--- src/rtl/core/fdcp_pkg.sv ---
package fdcp_pkg;

   // Number format of the parsed value
   localparam int INT_BITS    = 16;
   localparam int FRAC_BITS   = 16;
   localparam int FRAC_DIGITS = 5;
   localparam int VALUE_W     = INT_BITS + FRAC_BITS;

   localparam int CHAR_W     = 8;
   localparam int CMD_W      = 9;
   localparam int CMD_OUT_W  = 8;
   localparam int POS_W      = 3;
   localparam int FRAC_ACC_W = 17;

   localparam logic [CMD_W-1:0] CMD_SAT = '1;
   localparam logic [INT_BITS-1:0] INT_MAX = '1;
   localparam logic [FRAC_BITS-1:0] FRAC_MAX = '1;

   // Character codes
   localparam logic [CHAR_W-1:0] CHAR_NUL   = 8'h00;
   localparam logic [CHAR_W-1:0] CHAR_ZERO  = 8'h30;
   localparam logic [CHAR_W-1:0] CHAR_NINE  = 8'h39;
   localparam logic [CHAR_W-1:0] CHAR_POINT = 8'h2E;

   // Fraction scaling: 10^k = 2^k * 5^k, the 2^k part is folded into the shift
   localparam int FRAC_SCALE  = 10 ** FRAC_DIGITS;
   localparam int ODD_DIV     = 5 ** FRAC_DIGITS;
   localparam int FRAC_SHIFT  = FRAC_BITS - FRAC_DIGITS;
   localparam int HALF_STEP   = (FRAC_SCALE / 2) >> FRAC_DIGITS;
   localparam int SCALED_W    = 28;
   localparam int RECIP       = (2 ** SCALED_W) / ODD_DIV;
   localparam int RECIP_W     = 17;
   localparam int QUOT_W      = 17;
   localparam int ODD_DIV_W   = 12;

   // CSR map
   localparam int ADDR_W   = 4;
   localparam int CSR_W    = 32;
   localparam logic [1:0] REG_START = 2'd0;
   localparam logic [1:0] REG_STOP  = 2'd1;
   localparam logic [1:0] REG_DELIM = 2'd2;
   localparam logic [1:0] REG_COUNT = 2'd3;

   localparam logic [CHAR_W-1:0] START_RESET = 8'd36;
   localparam logic [CHAR_W-1:0] STOP_RESET  = 8'd35;
   localparam logic [CHAR_W-1:0] DELIM_RESET = 8'd58;
   localparam logic [CMD_W-1:0]  COUNT_RESET = 9'd8;

   typedef struct packed {
      logic                  ok;
      logic [CMD_OUT_W-1:0]  command;
      logic [INT_BITS-1:0]   integer_part;
      logic                  saturated;
   } meta_type;

   typedef struct packed {
      meta_type              meta;
      logic [FRAC_ACC_W-1:0] fraction_acc;
      logic [POS_W-1:0]      fraction_pos;
   } snap_type;

   function automatic logic [FRAC_ACC_W-1:0] pow_ten(input logic [POS_W-1:0] n);
      logic [FRAC_ACC_W-1:0] p;
      case (n)
         3'd0: p = 17'd1;
         3'd1: p = 17'd10;
         3'd2: p = 17'd100;
         3'd3: p = 17'd1000;
         3'd4: p = 17'd10000;
         3'd5: p = 17'd100000;
         default: p = 17'd1;
      endcase
      return p;
   endfunction

endpackage

--- src/rtl/core/fdcp_parser.sv ---
module fdcp_parser
   import fdcp_pkg::*;
(
   input  logic              clock,
   input  logic              reset,
   input  logic              advance,
   input  logic              req_valid,
   input  logic [CHAR_W-1:0] req_char_in,
   input  logic              req_is_last,
   input  logic [CHAR_W-1:0] start_char,
   input  logic [CHAR_W-1:0] stop_char,
   input  logic [CHAR_W-1:0] delimiter_char,
   input  logic [CMD_W-1:0]  command_count,
   output snap_type          snap,
   output logic              snap_valid
);

   localparam logic [1:0] PH_FIRST   = 2'd0;
   localparam logic [1:0] PH_COMMAND = 2'd1;
   localparam logic [1:0] PH_DATA    = 2'd2;
   localparam logic [1:0] PH_DONE    = 2'd3;

   logic                  in_valid_ff;
   logic [CHAR_W-1:0]     in_char_ff;
   logic                  in_last_ff;

   logic [1:0]            phase_ff, phase_in;
   logic [CMD_W-1:0]      cmd_acc_ff, cmd_acc_in;
   logic [INT_BITS-1:0]   int_acc_ff, int_acc_in;
   logic [FRAC_ACC_W-1:0] frac_acc_ff, frac_acc_in;
   logic [POS_W-1:0]      frac_pos_ff, frac_pos_in;
   logic                  point_ff, point_in;
   logic                  error_ff, error_in;
   logic                  sat_ff, sat_in;

   snap_type              snap_ff, snap_in;
   logic                  snap_valid_ff;

   logic                  digit;
   logic [3:0]            digit_val;
   logic [12:0]           cmd_step;
   logic [INT_BITS+3:0]   int_step;
   logic [FRAC_ACC_W-1:0] frac_step;
   logic                  ok;

   always_comb begin
      digit     = in_char_ff inside {[CHAR_ZERO:CHAR_NINE]};
      digit_val = digit ? in_char_ff[3:0] : 4'd0;
      cmd_step  = 13'(cmd_acc_ff) * 13'd10 + 13'(digit_val);
      int_step  = (INT_BITS+4)'(int_acc_ff) * (INT_BITS+4)'(10) + (INT_BITS+4)'(digit_val);
      frac_step = frac_acc_ff * 17'd10 + 17'(digit_val);

      phase_in    = phase_ff;
      cmd_acc_in  = cmd_acc_ff;
      int_acc_in  = int_acc_ff;
      frac_acc_in = frac_acc_ff;
      frac_pos_in = frac_pos_ff;
      point_in    = point_ff;
      sat_in      = sat_ff;
      error_in    = error_ff || (in_char_ff == CHAR_NUL);

      case (phase_ff)
         PH_FIRST: begin
            if (in_char_ff != start_char) error_in = 1'b1;
            phase_in = (in_char_ff == delimiter_char) ? PH_DATA : PH_COMMAND;
         end
         PH_COMMAND: begin
            if (in_char_ff == delimiter_char) begin
               phase_in = PH_DATA;
            end else if (digit) begin
               cmd_acc_in = (cmd_step > 13'(CMD_SAT)) ? CMD_SAT : cmd_step[CMD_W-1:0];
            end else begin
               error_in = 1'b1;
            end
         end
         PH_DATA: begin
            if (in_char_ff == stop_char) begin
               phase_in = PH_DONE;
            end else if (digit) begin
               if (point_ff) begin
                  if (frac_pos_ff < POS_W'(FRAC_DIGITS)) begin
                     frac_acc_in = frac_step;
                     frac_pos_in = frac_pos_ff + 3'd1;
                  end
               end else if (int_step > (INT_BITS+4)'(INT_MAX)) begin
                  int_acc_in = INT_MAX;
                  sat_in     = 1'b1;
               end else begin
                  int_acc_in = int_step[INT_BITS-1:0];
               end
            end else if (in_char_ff == CHAR_POINT) begin
               point_in = 1'b1;
            end else begin
               error_in = 1'b1;
            end
         end
         default: begin
         end
      endcase

      ok = !error_in && (in_char_ff == stop_char) &&
           ((phase_in == PH_DATA) || (phase_in == PH_DONE)) &&
           (cmd_acc_in < command_count);

      snap_in.meta.ok           = ok;
      snap_in.meta.command      = cmd_acc_in[CMD_OUT_W-1:0];
      snap_in.meta.integer_part = int_acc_in;
      snap_in.meta.saturated    = sat_in;
      snap_in.fraction_acc      = frac_acc_in;
      snap_in.fraction_pos      = frac_pos_in;
   end

   always_ff @(posedge clock) begin
      if (reset) begin
         in_valid_ff   <= 1'b0;
         snap_valid_ff <= 1'b0;
         phase_ff      <= PH_FIRST;
         cmd_acc_ff    <= '0;
         int_acc_ff    <= '0;
         frac_acc_ff   <= '0;
         frac_pos_ff   <= '0;
         point_ff      <= 1'b0;
         error_ff      <= 1'b0;
         sat_ff        <= 1'b0;
      end else if (advance) begin
         in_valid_ff   <= req_valid;
         snap_valid_ff <= in_valid_ff && in_last_ff;
         if (in_valid_ff) begin
            if (in_last_ff) begin
               phase_ff    <= PH_FIRST;
               cmd_acc_ff  <= '0;
               int_acc_ff  <= '0;
               frac_acc_ff <= '0;
               frac_pos_ff <= '0;
               point_ff    <= 1'b0;
               error_ff    <= 1'b0;
               sat_ff      <= 1'b0;
            end else begin
               phase_ff    <= phase_in;
               cmd_acc_ff  <= cmd_acc_in;
               int_acc_ff  <= int_acc_in;
               frac_acc_ff <= frac_acc_in;
               frac_pos_ff <= frac_pos_in;
               point_ff    <= point_in;
               error_ff    <= error_in;
               sat_ff      <= sat_in;
            end
         end
      end
   end

   always_ff @(posedge clock) begin
      if (advance) begin
         in_char_ff <= req_char_in;
         in_last_ff <= req_is_last;
         snap_ff    <= snap_in;
      end
   end

   assign snap       = snap_ff;
   assign snap_valid = snap_valid_ff;

   // a closing byte always leaves the parser back at the frame start
   a_clear_after_last: assert property (@(posedge clock) disable iff (reset)
      advance && in_valid_ff && in_last_ff |=> phase_ff == PH_FIRST && !error_ff)
      else $error("parser not cleared after last word");

   a_pos_bound: assert property (@(posedge clock) disable iff (reset)
      frac_pos_ff <= POS_W'(FRAC_DIGITS))
      else $error("fraction digit count past limit");

endmodule

--- src/rtl/core/fdcp_scaler.sv ---
module fdcp_scaler
   import fdcp_pkg::*;
(
   input  logic                 clock,
   input  logic                 reset,
   input  snap_type             snap,
   input  logic                 snap_valid,
   input  logic                 rsp_ready,
   output logic                 advance,
   output logic                 rsp_valid,
   output logic                 rsp_frame_ok,
   output logic [CMD_OUT_W-1:0] rsp_command,
   output logic [VALUE_W-1:0]   rsp_fixed_value,
   output logic                 rsp_value_saturated
);

   localparam int PROD_W = SCALED_W + RECIP_W;
   localparam int BACK_W = QUOT_W + ODD_DIV_W;

   logic                  s2_valid_ff;
   meta_type              s2_meta_ff;
   logic [FRAC_ACC_W-1:0] s2_frac_ff;

   logic                  s3_valid_ff;
   meta_type              s3_meta_ff;
   logic [SCALED_W-1:0]   s3_scaled_ff;
   logic [QUOT_W-1:0]     s3_quot_ff;

   logic                  rsp_valid_ff;
   logic                  rsp_ok_ff;
   logic [CMD_OUT_W-1:0]  rsp_cmd_ff;
   logic [VALUE_W-1:0]    rsp_value_ff;
   logic                  rsp_sat_ff;

   logic [2*FRAC_ACC_W-1:0] frac_wide;
   logic [SCALED_W-1:0]     scaled;
   logic [PROD_W-1:0]       recip_prod;
   logic [BACK_W-1:0]       back;
   logic [SCALED_W-1:0]     rem;
   logic [QUOT_W-1:0]       quot;
   logic [FRAC_BITS-1:0]    frac_out;

   assign advance = !rsp_valid_ff || rsp_ready;

   always_comb begin
      // bring the decimal fraction up to FRAC_DIGITS digits
      frac_wide  = (2*FRAC_ACC_W)'(snap.fraction_acc) *
                   (2*FRAC_ACC_W)'(pow_ten(POS_W'(FRAC_DIGITS) - snap.fraction_pos));
      // (F * 2^FRAC_BITS + half) / 2^FRAC_DIGITS, exact
      scaled     = {s2_frac_ff, FRAC_SHIFT'(0)} + SCALED_W'(HALF_STEP);
      recip_prod = PROD_W'(scaled) * PROD_W'(RECIP);
      // estimate is low by at most one
      back       = BACK_W'(s3_quot_ff) * BACK_W'(ODD_DIV);
      rem        = s3_scaled_ff - back[SCALED_W-1:0];
      quot       = s3_quot_ff + QUOT_W'(rem >= SCALED_W'(ODD_DIV));
      frac_out   = (quot > QUOT_W'(FRAC_MAX)) ? FRAC_MAX : quot[FRAC_BITS-1:0];
   end

   always_ff @(posedge clock) begin
      if (reset) begin
         s2_valid_ff  <= 1'b0;
         s3_valid_ff  <= 1'b0;
         rsp_valid_ff <= 1'b0;
      end else if (advance) begin
         s2_valid_ff  <= snap_valid;
         s3_valid_ff  <= s2_valid_ff;
         rsp_valid_ff <= s3_valid_ff;
      end
   end

   always_ff @(posedge clock) begin
      if (advance) begin
         s2_meta_ff   <= snap.meta;
         s2_frac_ff   <= frac_wide[FRAC_ACC_W-1:0];
         s3_meta_ff   <= s2_meta_ff;
         s3_scaled_ff <= scaled;
         s3_quot_ff   <= recip_prod[SCALED_W +: QUOT_W];
         rsp_ok_ff    <= s3_meta_ff.ok;
         rsp_cmd_ff   <= s3_meta_ff.ok ? s3_meta_ff.command : '0;
         rsp_value_ff <= s3_meta_ff.ok ? {s3_meta_ff.integer_part, frac_out} : '0;
         rsp_sat_ff   <= s3_meta_ff.ok && s3_meta_ff.saturated;
      end
   end

   assign rsp_valid           = rsp_valid_ff;
   assign rsp_frame_ok        = rsp_ok_ff;
   assign rsp_command         = rsp_cmd_ff;
   assign rsp_fixed_value     = rsp_value_ff;
   assign rsp_value_saturated = rsp_sat_ff;

   // reciprocal estimate must need at most one correction step
   a_recip_bound: assert property (@(posedge clock) disable iff (reset)
      s3_valid_ff |-> rem < SCALED_W'(2 * ODD_DIV))
      else $error("fraction quotient estimate out of range");

   a_reject_clean: assert property (@(posedge clock) disable iff (reset)
      rsp_valid_ff && !rsp_ok_ff |-> rsp_cmd_ff == '0 && rsp_value_ff == '0 && !rsp_sat_ff)
      else $error("rejected frame carries nonzero fields");

endmodule

--- src/rtl/core/framed_decimal_command_parser.sv ---
// Framed decimal command parser. Takes one message byte per word on the req
// channel (req_is_last marks the closing byte) and returns one word on the rsp
// channel per message: frame_ok, the command number and an unsigned 16.16
// fixed-point value, with value_saturated set if the integer part clamped.
// A frame is start_char, decimal command digits, delimiter_char, decimal
// digits with optional points, then stop_char; bytes after the first stop
// byte only count if they are zero (which rejects the frame). Fraction digits
// past five are dropped and the fraction is rounded to nearest, ties up.
// Rate: one byte per clock, sustained while rsp words are taken. Each message
// result passes the pipeline input register, the frame snapshot, two
// fraction scaling stages (table multiply, then reciprocal multiply) and
// the result register. All stages share one enable, so a held rsp word
// stalls the whole pipe, and req_ready drops with it.
// CSRs (APB, 32-bit, byte addresses): 0x0 start_char, 0x4 stop_char,
// 0x8 delimiter_char, 0xC command_count (9 bits). Write them only while idle.
module framed_decimal_command_parser
   import fdcp_pkg::*;
(
   input  logic                 clock,
   input  logic                 reset,

   // input bytes
   input  logic                 req_valid,
   output logic                 req_ready,
   input  logic [CHAR_W-1:0]    req_char_in,
   input  logic                 req_is_last,

   // parse results
   output logic                 rsp_valid,
   input  logic                 rsp_ready,
   output logic                 rsp_frame_ok,
   output logic [CMD_OUT_W-1:0] rsp_command,
   output logic [VALUE_W-1:0]   rsp_fixed_value,
   output logic                 rsp_value_saturated,

   // CSR port
   input  logic                 psel,
   input  logic                 penable,
   input  logic                 pwrite,
   input  logic [ADDR_W-1:0]    paddr,
   input  logic [CSR_W-1:0]     pwdata,
   output logic [CSR_W-1:0]     prdata,
   output logic                 pready
);

   logic [CHAR_W-1:0] start_ff;
   logic [CHAR_W-1:0] stop_ff;
   logic [CHAR_W-1:0] delim_ff;
   logic [CMD_W-1:0]  count_ff;

   logic       csr_write;
   logic [1:0] csr_index;
   logic       advance;
   snap_type   snap;
   logic       snap_valid;

   // zero-wait APB: write lands on the access phase
   assign pready    = 1'b1;
   assign csr_write = psel && penable && pwrite;
   assign csr_index = paddr[3:2];

   always_ff @(posedge clock) begin
      if (reset) begin
         start_ff <= START_RESET;
         stop_ff  <= STOP_RESET;
         delim_ff <= DELIM_RESET;
         count_ff <= COUNT_RESET;
      end else if (csr_write) begin
         case (csr_index)
            REG_START: start_ff <= pwdata[CHAR_W-1:0];
            REG_STOP:  stop_ff  <= pwdata[CHAR_W-1:0];
            REG_DELIM: delim_ff <= pwdata[CHAR_W-1:0];
            REG_COUNT: count_ff <= pwdata[CMD_W-1:0];
            default: begin
            end
         endcase
      end
   end

   always_comb begin
      case (csr_index)
         REG_START: prdata = CSR_W'(start_ff);
         REG_STOP:  prdata = CSR_W'(stop_ff);
         REG_DELIM: prdata = CSR_W'(delim_ff);
         REG_COUNT: prdata = CSR_W'(count_ff);
         default:   prdata = '0;
      endcase
   end

   // whole pipe moves together; input is taken whenever the pipe moves
   assign req_ready = advance;

   fdcp_parser u_parser (
      .clock          (clock),
      .reset          (reset),
      .advance        (advance),
      .req_valid      (req_valid),
      .req_char_in    (req_char_in),
      .req_is_last    (req_is_last),
      .start_char     (start_ff),
      .stop_char      (stop_ff),
      .delimiter_char (delim_ff),
      .command_count  (count_ff),
      .snap           (snap),
      .snap_valid     (snap_valid)
   );

   // fraction scaling and result register
   fdcp_scaler u_scaler (
      .clock               (clock),
      .reset               (reset),
      .snap                (snap),
      .snap_valid          (snap_valid),
      .rsp_ready           (rsp_ready),
      .advance             (advance),
      .rsp_valid           (rsp_valid),
      .rsp_frame_ok        (rsp_frame_ok),
      .rsp_command         (rsp_command),
      .rsp_fixed_value     (rsp_fixed_value),
      .rsp_value_saturated (rsp_value_saturated)
   );

   // a finished frame can only report a command below the configured count
   a_cmd_in_range: assert property (@(posedge clock) disable iff (reset)
      rsp_valid && rsp_frame_ok |-> CMD_W'(rsp_command) < count_ff)
      else $error("accepted frame with command out of range");

endmodule

--- config.mk ---
export PLATFORM = sky130hd
export DESIGN_NAME = framed_decimal_command_parser
export DESIGN_NICKNAME = d
export VERILOG_FILES = /design/src/rtl/core/fdcp_pkg.sv /design/src/rtl/core/fdcp_parser.sv /design/src/rtl/core/fdcp_scaler.sv /design/src/rtl/core/framed_decimal_command_parser.sv
export SDC_FILE = /design/constraint.sdc
export NUM_CORES = 1
export LEC_CHECK = 0
export ABC_AREA = 1
export BUFFER_PORTS_ARGS = -buffer_cell sky130_fd_sc_hd__buf_2
export CAP_MARGIN = 10
export CORE_UTILIZATION = 58
export DETAILED_ROUTE_END_ITERATION = 8
export PLACE_DENSITY = 0.82
export SETUP_SLACK_MARGIN = 0.1
export SKIP_CTS_REPAIR_TIMING = 1
export SLEW_MARGIN = 10
export SYNTH_ARGS = -nofsm -noshare
export SYNTH_HDL_FRONTEND = slang
export SYNTH_SLANG_ARGS = --single-unit
--- constraint.sdc ---
create_clock -name clock -period 8.85 [get_ports clock]
set_clock_uncertainty 0.05 [all_clocks]
set_input_delay 1.77 -clock clock [delete_from_list [all_inputs] [get_ports clock]]
set_output_delay 1.77 -clock clock [all_outputs]
set_load 0.005 [all_outputs]
# Yosys cells after proc, flatten, opt, wreduce, memory -nomap -nowiden

Cells that the tools add are included.

$add $sub $neg: 8
Multiply operators: 6
Div/mod/pow operators: 0
Magnitude comparators: 8
Equality and inequality tests: 18
Shift-type cells: 0
Mux-type cells: 51
Bitwise operators: 0
Reductions and logical operators: 24

Operators with widths:

| kind                                                                    | number |
|---|---|
| 32-bit one-hot mux with 4 select lines                                  | 1 |
| 16-bit two-way mux                                                      | 7 |
| 17-bit two-way mux                                                      | 6 |
| 17-bit one-hot mux with 5 select lines                                  | 1 |
| 28-bit by 17-bit multiplier with 45-bit output, second input constant   | 1 |
| 9-bit two-way mux                                                       | 5 |
| 28-bit by 11-bit adder with 28-bit output, second input constant        | 1 |
| 28-bit by 12-bit >= comparator with 1-bit output, second input constant | 1 |
| 17-bit by 12-bit multiplier with 28-bit output, second input constant   | 1 |
| 28-bit subtractor                                                       | 1 |
| 20-bit by 4-bit adder with 20-bit output                                | 1 |
| 20-bit by 16-bit > comparator with 1-bit output, second input constant  | 1 |
| 16-bit by 3-bit multiplier with 19-bit output, second input constant    | 1 |
| 1-bit two-way mux                                                       | 18 |
| 3-bit two-way mux                                                       | 6 |
| 17-bit by 1-bit adder with 17-bit output                                | 1 |
| 17-bit by 4-bit adder with 17-bit output                                | 1 |
| 17-bit by 16-bit > comparator with 1-bit output, second input constant  | 1 |
| 17-bit by 17-bit multiplier with 17-bit output                          | 1 |
| 17-bit by 3-bit multiplier with 16-bit output, second input constant    | 1 |
| 8-bit == test                                                           | 2 |
| 13-bit by 4-bit adder with 13-bit output                                | 1 |
| 13-bit by 9-bit > comparator with 1-bit output, second input constant   | 1 |
| 9-bit by 3-bit multiplier with 12-bit output, second input constant     | 1 |
| other kinds (26)                                                        | 53 |

Flip-flop bits (word level): 299
Latch bits: 0
Bits in writable memories: 0
Bits in read-only memories: 0
Input bits: 52
Output and inout bits: 77
Word-level logic and storage cells: 155
Memories kept: 0

# Depth between registers and ports, before layout

Gate-level depths: netlist (run 1).

Word-level depth: 11
Mapped depth: 33
Mapped depth without buffers: 32

# Modules after synthesis

From an unflattened synthesis (run 1), not the netlist that was laid out.

Cell total of the unflattened synthesis: 3474
Area, all modules: 30095.1 sq um

By module, submodules not included:

| module                        | instances | cells each | area each (sq um) | seq. area each (sq um) |
|---|---|---|---|---|
| fdcp_scaler                   | 1         | 2049       | 19737.7           | 4414.2 |
| fdcp_parser                   | 1         | 1162       | 8595.7            | 2692.6 |
| framed_decimal_command_parser | 1         | 263        | 1761.7            | 660.6 |

# Least setup slack after synthesis (run 1)

Ideal clock, no wire load.

Path type: input port to output port
From: input rsp_ready
To: output req_ready
Arrival time: 5.803 ns
Required time: 7.030 ns
Setup slack: 1.227 ns
Cell stages on the path: 2
Path buffers: 0
Cells stage by stage: nor2_1 > inv_1

Cells in the longest elaborated chain, start to end: 1

RTL lines:

| element          | RTL line                            | RTL |
|---|---|---|
| start, declared  | framed_decimal_command_parser.sv:30 | `input logic rsp_ready,` |
| 1-bit logical OR | fdcp_scaler.sv:43                   | `assign advance = !rsp_valid_ff \|\| rsp_ready;` |
| end, declared    | framed_decimal_command_parser.sv:24 | `output logic req_ready,` |

Every way passes these cells.

# Final worst setup path (run 1)

From: register u_scaler.s3_quot_ff[10]
To: register u_scaler.rsp_value_ff[4] (netlist: u_scaler.rsp_fixed_value[4]), data pin

Cells in the longest elaborated chain, start to end: 6

RTL lines:

| element                                          | RTL line          | RTL |
|---|---|---|
| start, declared                                  | fdcp_scaler.sv:27 | `logic [QUOT_W-1:0] s3_quot_ff;` |
| start signal, assigned                           | fdcp_scaler.sv:77 | `s3_quot_ff <= recip_prod[SCALED_W +: QUOT_W];` |
| 17-bit by 12-bit multiplier with 28-bit output   | fdcp_scaler.sv:53 | `back = BACK_W'(s3_quot_ff) * BACK_W'(ODD_DIV);` |
| 28-bit subtractor                                | fdcp_scaler.sv:54 | `rem = s3_scaled_ff - back[SCALED_W-1:0];` |
| 28-bit by 12-bit >= comparator with 1-bit output | fdcp_scaler.sv:55 | `quot = s3_quot_ff + QUOT_W'(rem >= SCALED_W'(ODD_DIV));` |
| 17-bit by 1-bit adder with 17-bit output (*)     | fdcp_scaler.sv:55 |  |
| 17-bit by 16-bit > comparator with 1-bit output  | fdcp_scaler.sv:56 | `frac_out = (quot > QUOT_W'(FRAC_MAX)) ? FRAC_MAX : quot[FRAC_BITS-1:0];` |
| 16-bit two-way mux (*)                           | fdcp_scaler.sv:56 |  |
| end signal, assigned                             | fdcp_scaler.sv:80 | `rsp_value_ff <= s3_meta_ff.ok ? {s3_meta_ff.integer_part, frac_out} : '0;` |
| end, declared                                    | fdcp_scaler.sv:32 | `logic [VALUE_W-1:0] rsp_value_ff;` |

Mark *: on every way between the ends. The rest lies on a longest branch, timed or not.
A chain may end at the register's enable or synchronous reset.

==> impl_metrics.json, run 1 <==
{
  "rr_worst_depth": 27,
  "power_w": 0.00791,
  "avgSynthCellArea_um2": 8.97,
  "clk_latency_ps": 600,
  "grt_pass1_vias": 22073,
  "syn-cell-area_um2": 29100,
  "worst_slew_pin_slew_ps": 1140,
  "synth.distinct_cells": 58,
  "cts_tree": "yes",
  "clock.fmax_mhz": 140,
  "finalCritPeriodShare_pct": 80.4,
  "hp-class": "reg -> reg",
  "grt_remaining_overflow": 0,
  "wl_per_cell_um": 15.8,
  "yosysWarnings": 0,
  "critPathKind": "reg -> reg",
  "grt_pass1_wl_mm": 106,
  "yosys-top-cells-area": "edfxtp_1 (21%), fa_1 (19%), ha_1 (18%)",
  "area_growth_pct": 7.36,
  "r2r-start": "u_scaler.s3_quot_ff[10]",
  "clkTransAtPathRegs_ps": 70,
  "maxSlewViolCount": 0,
  "start_util_pct": 59.1,
  "hold_path_depth": 0,
  "clock_path_buffers": 3,
  "core.rowCount": 81,
  "drive_gt1_share_pct": 8.04,
  "grt_usage_pct": 25.9,
  "worstPathMaxFanout": 16,
  "antenna_found_initial": 0,
  "die_width_um": 226,
  "cp.arrival_ps": 7380,
  "fp.coreArea_um2": 49300,
  "drcViolationCount": 0,
  "p_leak_nw": 16.3,
  "htree_levels": 1,
  "reg2reg_slack_ps": 1730,
  "grt_max_degree": 73,
  "hold_start": "u_scaler.s2_meta_ff[19]",
  "cts_made_buffers": 31,
  "drt-total-wl_mm": 63.5,
  "hold_viol_final": 0,
  "rsz0062_at_grt": "no",
  "relSlewSlack_pct": 24.0,
  "min_period_ps": 7120,
  "cts_sinks": 288,
  "ys_seq_elements": 288,
  "ys.flop_type": "edfxtp_1",
  "power.density_nw_per_um2": 253,
  "hpwlAfterDp_mm": 49.4,
  "place_congestion": 0.925,
  "fin_tns_setup_ps": 0,
  "reg2reg_to": "u_scaler.rsp_fixed_value[4]",
  "nets": 4059,
  "cp-end-kind": "flop",
  "synth-edff-count": 200,
  "vias_per_cell": 5.36,
  "port_buffers": 79,
  "io_pins": 129,
  "die_area_um2": 51100,
  "maxCapViolations": 0,
  "diodes": 0,
  "drt_iter0_drc": 1240,
  "ys_async_sr_fraction_pct": 0,
  "fillerInstances": 3957,
  "chipHeight_um": 226,
  "cts_root_buffer": "clkbuf_16",
  "crit_required_ps": 9110,
  "finalSetupViolations": 0,
  "cp-start-kind": "flop",
  "worstHoldEndpoint": "u_scaler.s3_meta_ff[19]",
  "firstDrtPassIters": 5,
  "yosysSeqAreaShare_pct": 26.7,
  "syn_inst": 3243,
  "status": "completed",
  "peakVddDrop_mv": 0.575,
  "vias": 21467,
  "ant_nets": 0,
  "synth_top_cell_area_share_pct": 20.6,
  "yosysTopAreaCell": "edfxtp_1"
}
sequential cells by signal (all words and copies together) (netlist names), 9 cells and up:
name                      count
u_scaler.rsp_fixed_value     32
u_scaler.s3_meta_ff          26
u_parser.frac_acc_ff         17
count_ff                      9
u_parser.cmd_acc_ff           9
u_scaler.s2_frac_ff          17
u_scaler.s3_quot_ff          17
u_parser.int_acc_ff          16
u_scaler.s3_scaled_ff        17
u_scaler.s2_meta_ff          26
u_parser.snap                46
synth_stat cells (11+ instances only):
cell,n
inv_1,674
o21a_1,14
xnor2_1,45
nor3_1,19
o21ai_0,80
nand4_1,39
clkbuf_1,27
ha_1,413
inv_2,19
nand3_1,90
dfxtp_1,88
or2_2,33
xor2_1,76
nand2_2,28
nor2_1,178
nand2_1,562
edfxtp_1,200
buf_4,25
nand3_2,14
a21oi_1,184
fa_1,275
o211ai_1,11
report_power, final:
part | switching [W] | internal [W] | leakage (nW)
Clock | 0.000585 | 0.000816 | 0.541
Combinational | 0.00300 | 0.00196 | 12.6
Sequential | 0.0000733 | 0.00147 | 3.15
Total | 0.00366 | 0.00425 | 16.3
per-layer routing:
metal,vias to the layer above,GRT usage [%],share of wire [%],wire [um]
met3,161,3.21,5.1,3210
met2,614,45.2,49,31200
li1,10445,-,-,-
met4,0,9.70,3.6,2280
met5,-,0,0,0
met1,10247,32.8,42,26800
placed cells by master, fill, tap and decap left out, drive strengths merged, types with 34 or more instances in the layout:
master  instances
nand3         104
o21ai          91
xor2           76
inv           697
nand4          39
clkbuf         34
dfxtp          88
ha            413
or2            35
xnor2          45
buf            86
nor2          191
edfxtp        200
a21oi         194
fa            275
nand2         590
worst max-delay path, cell delays in order (launching register included):
cell and delay, ps:
edfxtp_1 550, ha_1 390, ha_1 310, inv_1 190, fa_1 480, fa_1 540
inv_1 60, fa_1 530, inv_1 50, ha_1 350, a21oi_1 240, o21a_1 150
o21ai_0 110, a21oi_1 260, o21ai_0 200, nand2_1 100, nand2_1 60, xor2_1 140
nor3_1 140, nand3_1 190, ha_1 290, ha_1 260, nand4_1 160, inv_1 80
nand4_1 130, nor2_1 100, xnor2_2 580, a21oi_1 170
area by class of cell:
cell class / instances / area (um2) / share of cell area, %
multi-input cells: 2214 / 18500 / 59.1
flip-flops and latches: 288 / 7770 / 24.9
inverters: 698 / 2630 / 8.41
well taps: 664 / 831 / 2.66
clock buffers: 34 / 807 / 2.58
repair buffers: 86 / 448 / 1.43
clock inverters: 24 / 302 / 0.965
how the worst max path moves through the flow:
stage	from	endpoint	slack (ps)	cells after the start
floorplan	rsp_ready	req_ready	1230	2
global placement	u_scaler.s3_quot_ff[14]	u_scaler.rsp_fixed_value[9]	1560	27
detailed placement	u_scaler.s3_quot_ff[10]	u_scaler.rsp_fixed_value[0]	1380	27
CTS	u_scaler.s3_quot_ff[10]	u_scaler.rsp_fixed_value[4]	1350	27
global route	u_scaler.s3_quot_ff[10]	u_scaler.rsp_fixed_value[12]	1160	28
finish	u_scaler.s3_quot_ff[10]	u_scaler.rsp_fixed_value[4]	1730	27
stage by stage:
| step | instances | util [%] | hold WS [ps] | setup WS [ps] | instance area (um2) |
|---|---|---|---|---|---|
| 5_1_grt | 4008 | 63.4 | 372 | 1160 | 31200 |
| 3_3_place_gp | 3950 | 61.2 | 350 | 1560 | 30100 |
| 2_1_floorplan | 3265 | - | 350 | 1230 | 29200 |
| 6_report | 4008 | 63.4 | 367 | 1730 | 31200 |
| 4_1_cts | 4008 | 63.4 | 368 | 1350 | 31200 |
| 3_5_place_dp | 3950 | 61.2 | 355 | 1380 | 30100 |
cells by family after synthesis:
kind of cell    after synthesis  share of synthesized area, %
compound gates              373                          7.39
xor+xnor                    122                          3.72
fa+ha+maj                   688                          36.7
buf+inv                     763                          10.2
flops                       288                          26.7
mux                           5                         0.172
other cells                   2                        0.0258
simple gates               1002                          15.1
No activity file was read; power rests on OpenSTA's default activity.
==> run 2: changes to the inputs <==
--- a/config.mk
+++ b/config.mk
@@ -10,7 +10,7 @@
 export CAP_MARGIN = 10
 export CORE_UTILIZATION = 58
 export DETAILED_ROUTE_END_ITERATION = 8
-export PLACE_DENSITY = 0.82
+export PLACE_DENSITY = 0.85
 export SETUP_SLACK_MARGIN = 0.1
 export SKIP_CTS_REPAIR_TIMING = 1
 export SLEW_MARGIN = 10
==> constraint.sdc (replaced) <==
create_clock -name clock -period 6.5 [get_ports clock]
set_clock_uncertainty 0.05 [all_clocks]
set_input_delay 1.3 -clock clock [delete_from_list [all_inputs] [get_ports clock]]
set_output_delay 1.3 -clock clock [all_outputs]
set_load 0.005 [all_outputs]
==> impl_metrics.json, run 2 (synthesis gave the netlist of run 1 again) <==
{
  "grt_usage_pct": 26.2,
  "port_buffers": 79,
  "layout_commonest_cell": "inv_1",
  "slowest_stage": "fa_1",
  "finalCritPeriodShare_pct": 101,
  "antenna_found_initial": 0,
  "rr_worst_depth": 28,
  "largest_reg_flops": 46,
  "firstDrtPassIters": 8,
  "finalWorstSetupSlack_ps": -69.1,
  "final_util_pct": 65.7,
  "cts_made_buffers": 30,
  "cp-end-kind": "flop",
  "cts_sinks": 288,
  "vias_per_cell": 5.52,
  "cts_root_buffer": "clkbuf_16",
  "drt-total-wl_mm": 69.5,
  "cts_tree": "yes",
  "core.rowCount": 81,
  "hold_viol_final": 0,
  "htree_levels": 1,
  "worstPathMaxFanout": 7,
  "rsz0062_at_grt": "yes",
  "die_area_um2": 51100,
  "p_leak_nw": 16.7,
  "grt_pass1_vias": 22401,
  "nets": 4143,
  "grtUsageMet1_pct": 31.7,
  "start_util_pct": 59.1,
  "fp.coreArea_um2": 49300,
  "chipHeight_um": 226,
  "worst_slew_pin_slew_ps": 1150,
  "diodes": 0,
  "die_width_um": 226,
  "cp.arrival_ps": 6840,
  "area_growth_pct": 11.3,
  "min_period_ps": 6570,
  "fillerInstances": 3698,
  "cpPeakStageDelay_ps": 580,
  "io_pins": 129,
  "hp-class": "reg -> reg",
  "clk_latency_ps": 610,
  "drt_iter0_drc": 1531,
  "met3_usage_pct": 2.69,
  "grtUsageMet2_pct": 47.5,
  "grt_remaining_overflow": 0,
  "finalSetupViolations": 10,
  "final_cells": 4091,
  "clkTransAtPathRegs_ps": 70,
  "drcViolationCount": 0,
  "hold_path_depth": 0,
  "crit_required_ps": 6770,
  "ant_nets": 0,
  "busiest_layer": "met2",
  "maxSlewViolCount": 0,
  "violations": "setup timing",
  "drive_gt1_share_pct": 12.7,
  "grt_max_degree": 135,
  "place_congestion": 0.932,
  "vias": 22596,
  "worst_path_most_repeated_cell": "ha_4",
  "peakVddDrop_mv": 0.890,
  "multi_input_area_um2": 19000,
  "relSlewSlack_pct": 23.0,
  "critPathKind": "reg -> reg",
  "dpl.cell_count": 3996,
  "cp-start-kind": "flop",
  "clock.fmax_mhz": 152,
  "wl_per_cell_um": 17.0,
  "hpwlAfterDp_mm": 51.9,
  "clock_path_buffers": 3,
  "pre_cts_slack_ps": -311,
  "maxCapViolations": 0,
  "final_cell_mix": "inv_1 (660), nand2_1 (556), ha_1 (384)",
  "power.density_nw_per_um2": 410,
  "seq_area_um2": 7770,
  "status": "finished with violations",
  "grt_pass1_wl_mm": 108
}
-- run 2: cell count changes in the layout (fill, tap and decap cells not counted), sizes merged --
cell      before  now
buf           86  170
clkbuf        34   39
clkinv        17   14
bufinv         5    3
inv          697  695
clkinvlp       3    4
-- run 2: final cells by class --
type                    instances  area share [%]
well taps                     664            2.57
clock buffers                  38            2.44
flip-flops and latches        288            24.0
multi-input cells            2214            58.8
clock inverters                18           0.638
repair buffers                171            3.48
inverters                     698            8.11
-- run 2: power breakdown --
group          internal (W)  switching, W
Sequential          0.00201     0.0000623
Combinational       0.00395       0.00552
Clock              0.000990      0.000763
Total               0.00694       0.00634
-- run 2: per-layer routing --
| metal | up-vias | wire [um] |
|---|---|---|
| met5 | - | 0 |
| met4 | 0 | 3630 |
| met3 | 252 | 3730 |
| met2 | 853 | 35100 |
| met1 | 10865 | 27000 |
| li1 | 10626 | - |
-- run 2: final timing paths --
path / start / endpoint / slack [ps]
min: u_parser.snap[38] / u_scaler.s2_meta_ff[18] / 360
max: u_scaler.s3_quot_ff[15] / u_scaler.rsp_fixed_value[5] / -70
min reg2reg: u_parser.snap[38] / u_scaler.s2_meta_ff[18] / 360
max reg2reg: u_scaler.s3_quot_ff[15] / u_scaler.rsp_fixed_value[5] / -70
-- run 2: stage by stage --
step                      hold slack [ps]  total power, W  setup TNS [ps]  cell area, um2
final                                 360          0.0133            -376           32400
after global placement                351         0.00887           -1610           30500
after global routing                  374          0.0142           -3170           32400
after CTS                             363          0.0108           -5100           31500
after floorplan                       350         0.00749               0           29200
after detailed placement              355         0.00904           -4390           30500
-- run 2: worst max-delay path, delay by kind of cell, from the launching register on --
family                     cells  cell delay (ps)
AOI/OAI and AO/OA              6              800
xor gates and xnor gates       2              360
adders and majority gates      8             2990
buffers and inverters          6              770
DFF                            1              520
and+or+nand+nor                6              770
==> run 3: changes to the inputs <==
--- a/config.mk
+++ b/config.mk
@@ -9,8 +9,9 @@
 export BUFFER_PORTS_ARGS = -buffer_cell sky130_fd_sc_hd__buf_2
 export CAP_MARGIN = 10
 export CORE_UTILIZATION = 58
+export CTS_BUF_LIST = sky130_fd_sc_hd__clkbuf_2 sky130_fd_sc_hd__clkbuf_4 sky130_fd_sc_hd__clkbuf_8
 export DETAILED_ROUTE_END_ITERATION = 8
-export PLACE_DENSITY = 0.85
+export PLACE_DENSITY = 0.79
 export SETUP_SLACK_MARGIN = 0.1
 export SKIP_CTS_REPAIR_TIMING = 1
 export SLEW_MARGIN = 10
==> impl_metrics.json, run 3 (synthesis gave the netlist of run 1 again) <==
{
  "firstDrtPassIters": 6,
  "clock.fmax_mhz": 155,
  "clkTransAtPathRegs_ps": 80,
  "finalWorstSetupSlack_ps": 67.9,
  "maxSlewViolCount": 0,
  "crit_required_ps": 6820,
  "grtUsageMet1_pct": 32.1,
  "drt-total-wl_mm": 67.9,
  "finalCritPeriodShare_pct": 99.0,
  "p_leak_nw": 16.8,
  "critPathKind": "reg -> reg",
  "min_period_ps": 6430,
  "vias_per_cell": 5.36,
  "comb_power_share_pct": 71.4,
  "maxCapViolations": 0,
  "slowest_stage": "fa_1",
  "crit_buf_inv": 6,
  "cp-end-kind": "flop",
  "nets": 4166,
  "wl_per_cell_um": 16.4,
  "largest_reg_flops": 46,
  "p_int_w": 0.00722,
  "core.rowCount": 81,
  "final_util_pct": 66.2,
  "hold_viol_final": 0,
  "htree_levels": 2,
  "grt_remaining_overflow": 0,
  "hpwlAfterDp_mm": 51.1,
  "clock_path_buffers": 3,
  "worst_slew_pin_slew_ps": 1060,
  "antenna_found_initial": 1,
  "chipHeight_um": 226,
  "drive_gt1_share_pct": 14.1,
  "layout_commonest_cell": "inv_1",
  "cp-start-kind": "flop",
  "relSlewSlack_pct": 29.3,
  "fin_tns_setup_ps": 0,
  "hp-class": "reg -> reg",
  "area_growth_pct": 12.0,
  "place_congestion": 0.926,
  "die_area_um2": 51100,
  "power_w": 0.0136,
  "multi_input_area_um2": 19100,
  "final_cells": 4130,
  "busiest_layer": "met2",
  "p_switching_w": 0.00641,
  "reg2reg_slack_ps": 70,
  "cts_sinks": 288,
  "switching_share_pct": 47.0,
  "power.density_nw_per_um2": 418,
  "peakVddDrop_mv": 1.16,
  "grt_usage_pct": 25.9,
  "rsz0062_at_grt": "yes",
  "clkPwrFrac_pct": 13.4,
  "power_frac_seq_pct": 15.2,
  "grt_pass1_wl_mm": 105,
  "cp.arrival_ps": 6750,
  "grtUsageMet2_pct": 45.8,
  "dpl.cell_count": 4008,
  "port_buffers": 79,
  "fillerInstances": 3854,
  "met3_usage_pct": 3.47,
  "grt_max_degree": 81,
  "io_pins": 129,
  "vias": 22120,
  "worstPathMaxFanout": 8,
  "crit_family": "adder cells",
  "cts_root_buffer": "clkbuf_8",
  "grt_pass1_vias": 21751,
  "status": "completed",
  "drt_iter0_drc": 1422,
  "cts_made_buffers": 47,
  "pre_cts_slack_ps": -71.2,
  "drcViolationCount": 0,
  "fp.coreArea_um2": 49300,
  "ant_nets": 0,
  "finalSetupViolations": 0,
  "final_cell_mix": "inv_1 (663), nand2_1 (554), ha_1 (380)",
  "clk_latency_ps": 660,
  "cts_tree": "yes",
  "start_util_pct": 59.1,
  "die_width_um": 226,
  "seq_area_um2": 7770,
  "cpPeakStageDelay_ps": 600
}
run 3: cell count changes in the layout (fill, tap and decap cells not counted), sizes merged:
cell,delta
inv,-2
bufinv,+2
clkinv,+4
buf,+6
clkbuf,+28
diode,+1
run 3: path summary, 6_finish.rpt:
path,from,end,cells after the start
hold reg to reg,u_parser.snap[26],u_scaler.s2_meta_ff[6],0
setup reg to reg,u_scaler.s3_quot_ff[13],u_scaler.rsp_fixed_value[3],28
setup / recovery,u_scaler.s3_quot_ff[13],u_scaler.rsp_fixed_value[3],28
hold / removal,u_parser.snap[26],u_scaler.s2_meta_ff[6],0
run 3: metal layers:
layer,up-vias,wire (um),part of all wire [%]
met2,662,34100,50
met1,10572,27400,40
met5,-,0,0
li1,10692,-,-
met4,0,2950,4.3
met3,194,3430,5.1
run 3: final cells by class:
type / instances / share of cell area [%]
tap: 664 / 2.55
antenna: 1 / 0.00767
multi-input combinational: 2214 / 58.6
clock buffer: 66 / 2.50
inverter: 698 / 8.07
sequential: 288 / 23.8
timing repair buffer: 177 / 3.63
clock inverter: 22 / 0.825
run 3: through the flow:
| step | hold WS, ps | instance area (um2) |
|---|---|---|
| floorplan | 350 | 29200 |
| global placement | 350 | 30600 |
| detailed placement | 355 | 30600 |
| CTS | 364 | 31700 |
| global route | 374 | 32600 |
| finish | 366 | 32600 |
run 3: worst register-to-register path: cells and delay by family (launching register included):
| kind | cells | cell delay, ps |
|---|---|---|
| DFF | 1 | 450 |
| adders and majority gates | 8 | 3160 |
| buffers and inverters | 6 | 700 |
| and+or+nand+nor | 10 | 1310 |
| xor gates and xnor gates | 2 | 280 |
| AOI/OAI and AO/OA | 2 | 180 |
run 3: power by group through the flow:
stage | clock network (W) | registers [W] | logic [W]
after floorplan | 0 | 0.00210 | 0.00539
after global placement | 0 | 0.00211 | 0.00697
after detailed placement | 0 | 0.00211 | 0.00709
after CTS | 0.00186 | 0.00207 | 0.00713
after global routing | 0.00193 | 0.00208 | 0.0106
final | 0.00183 | 0.00208 | 0.00973
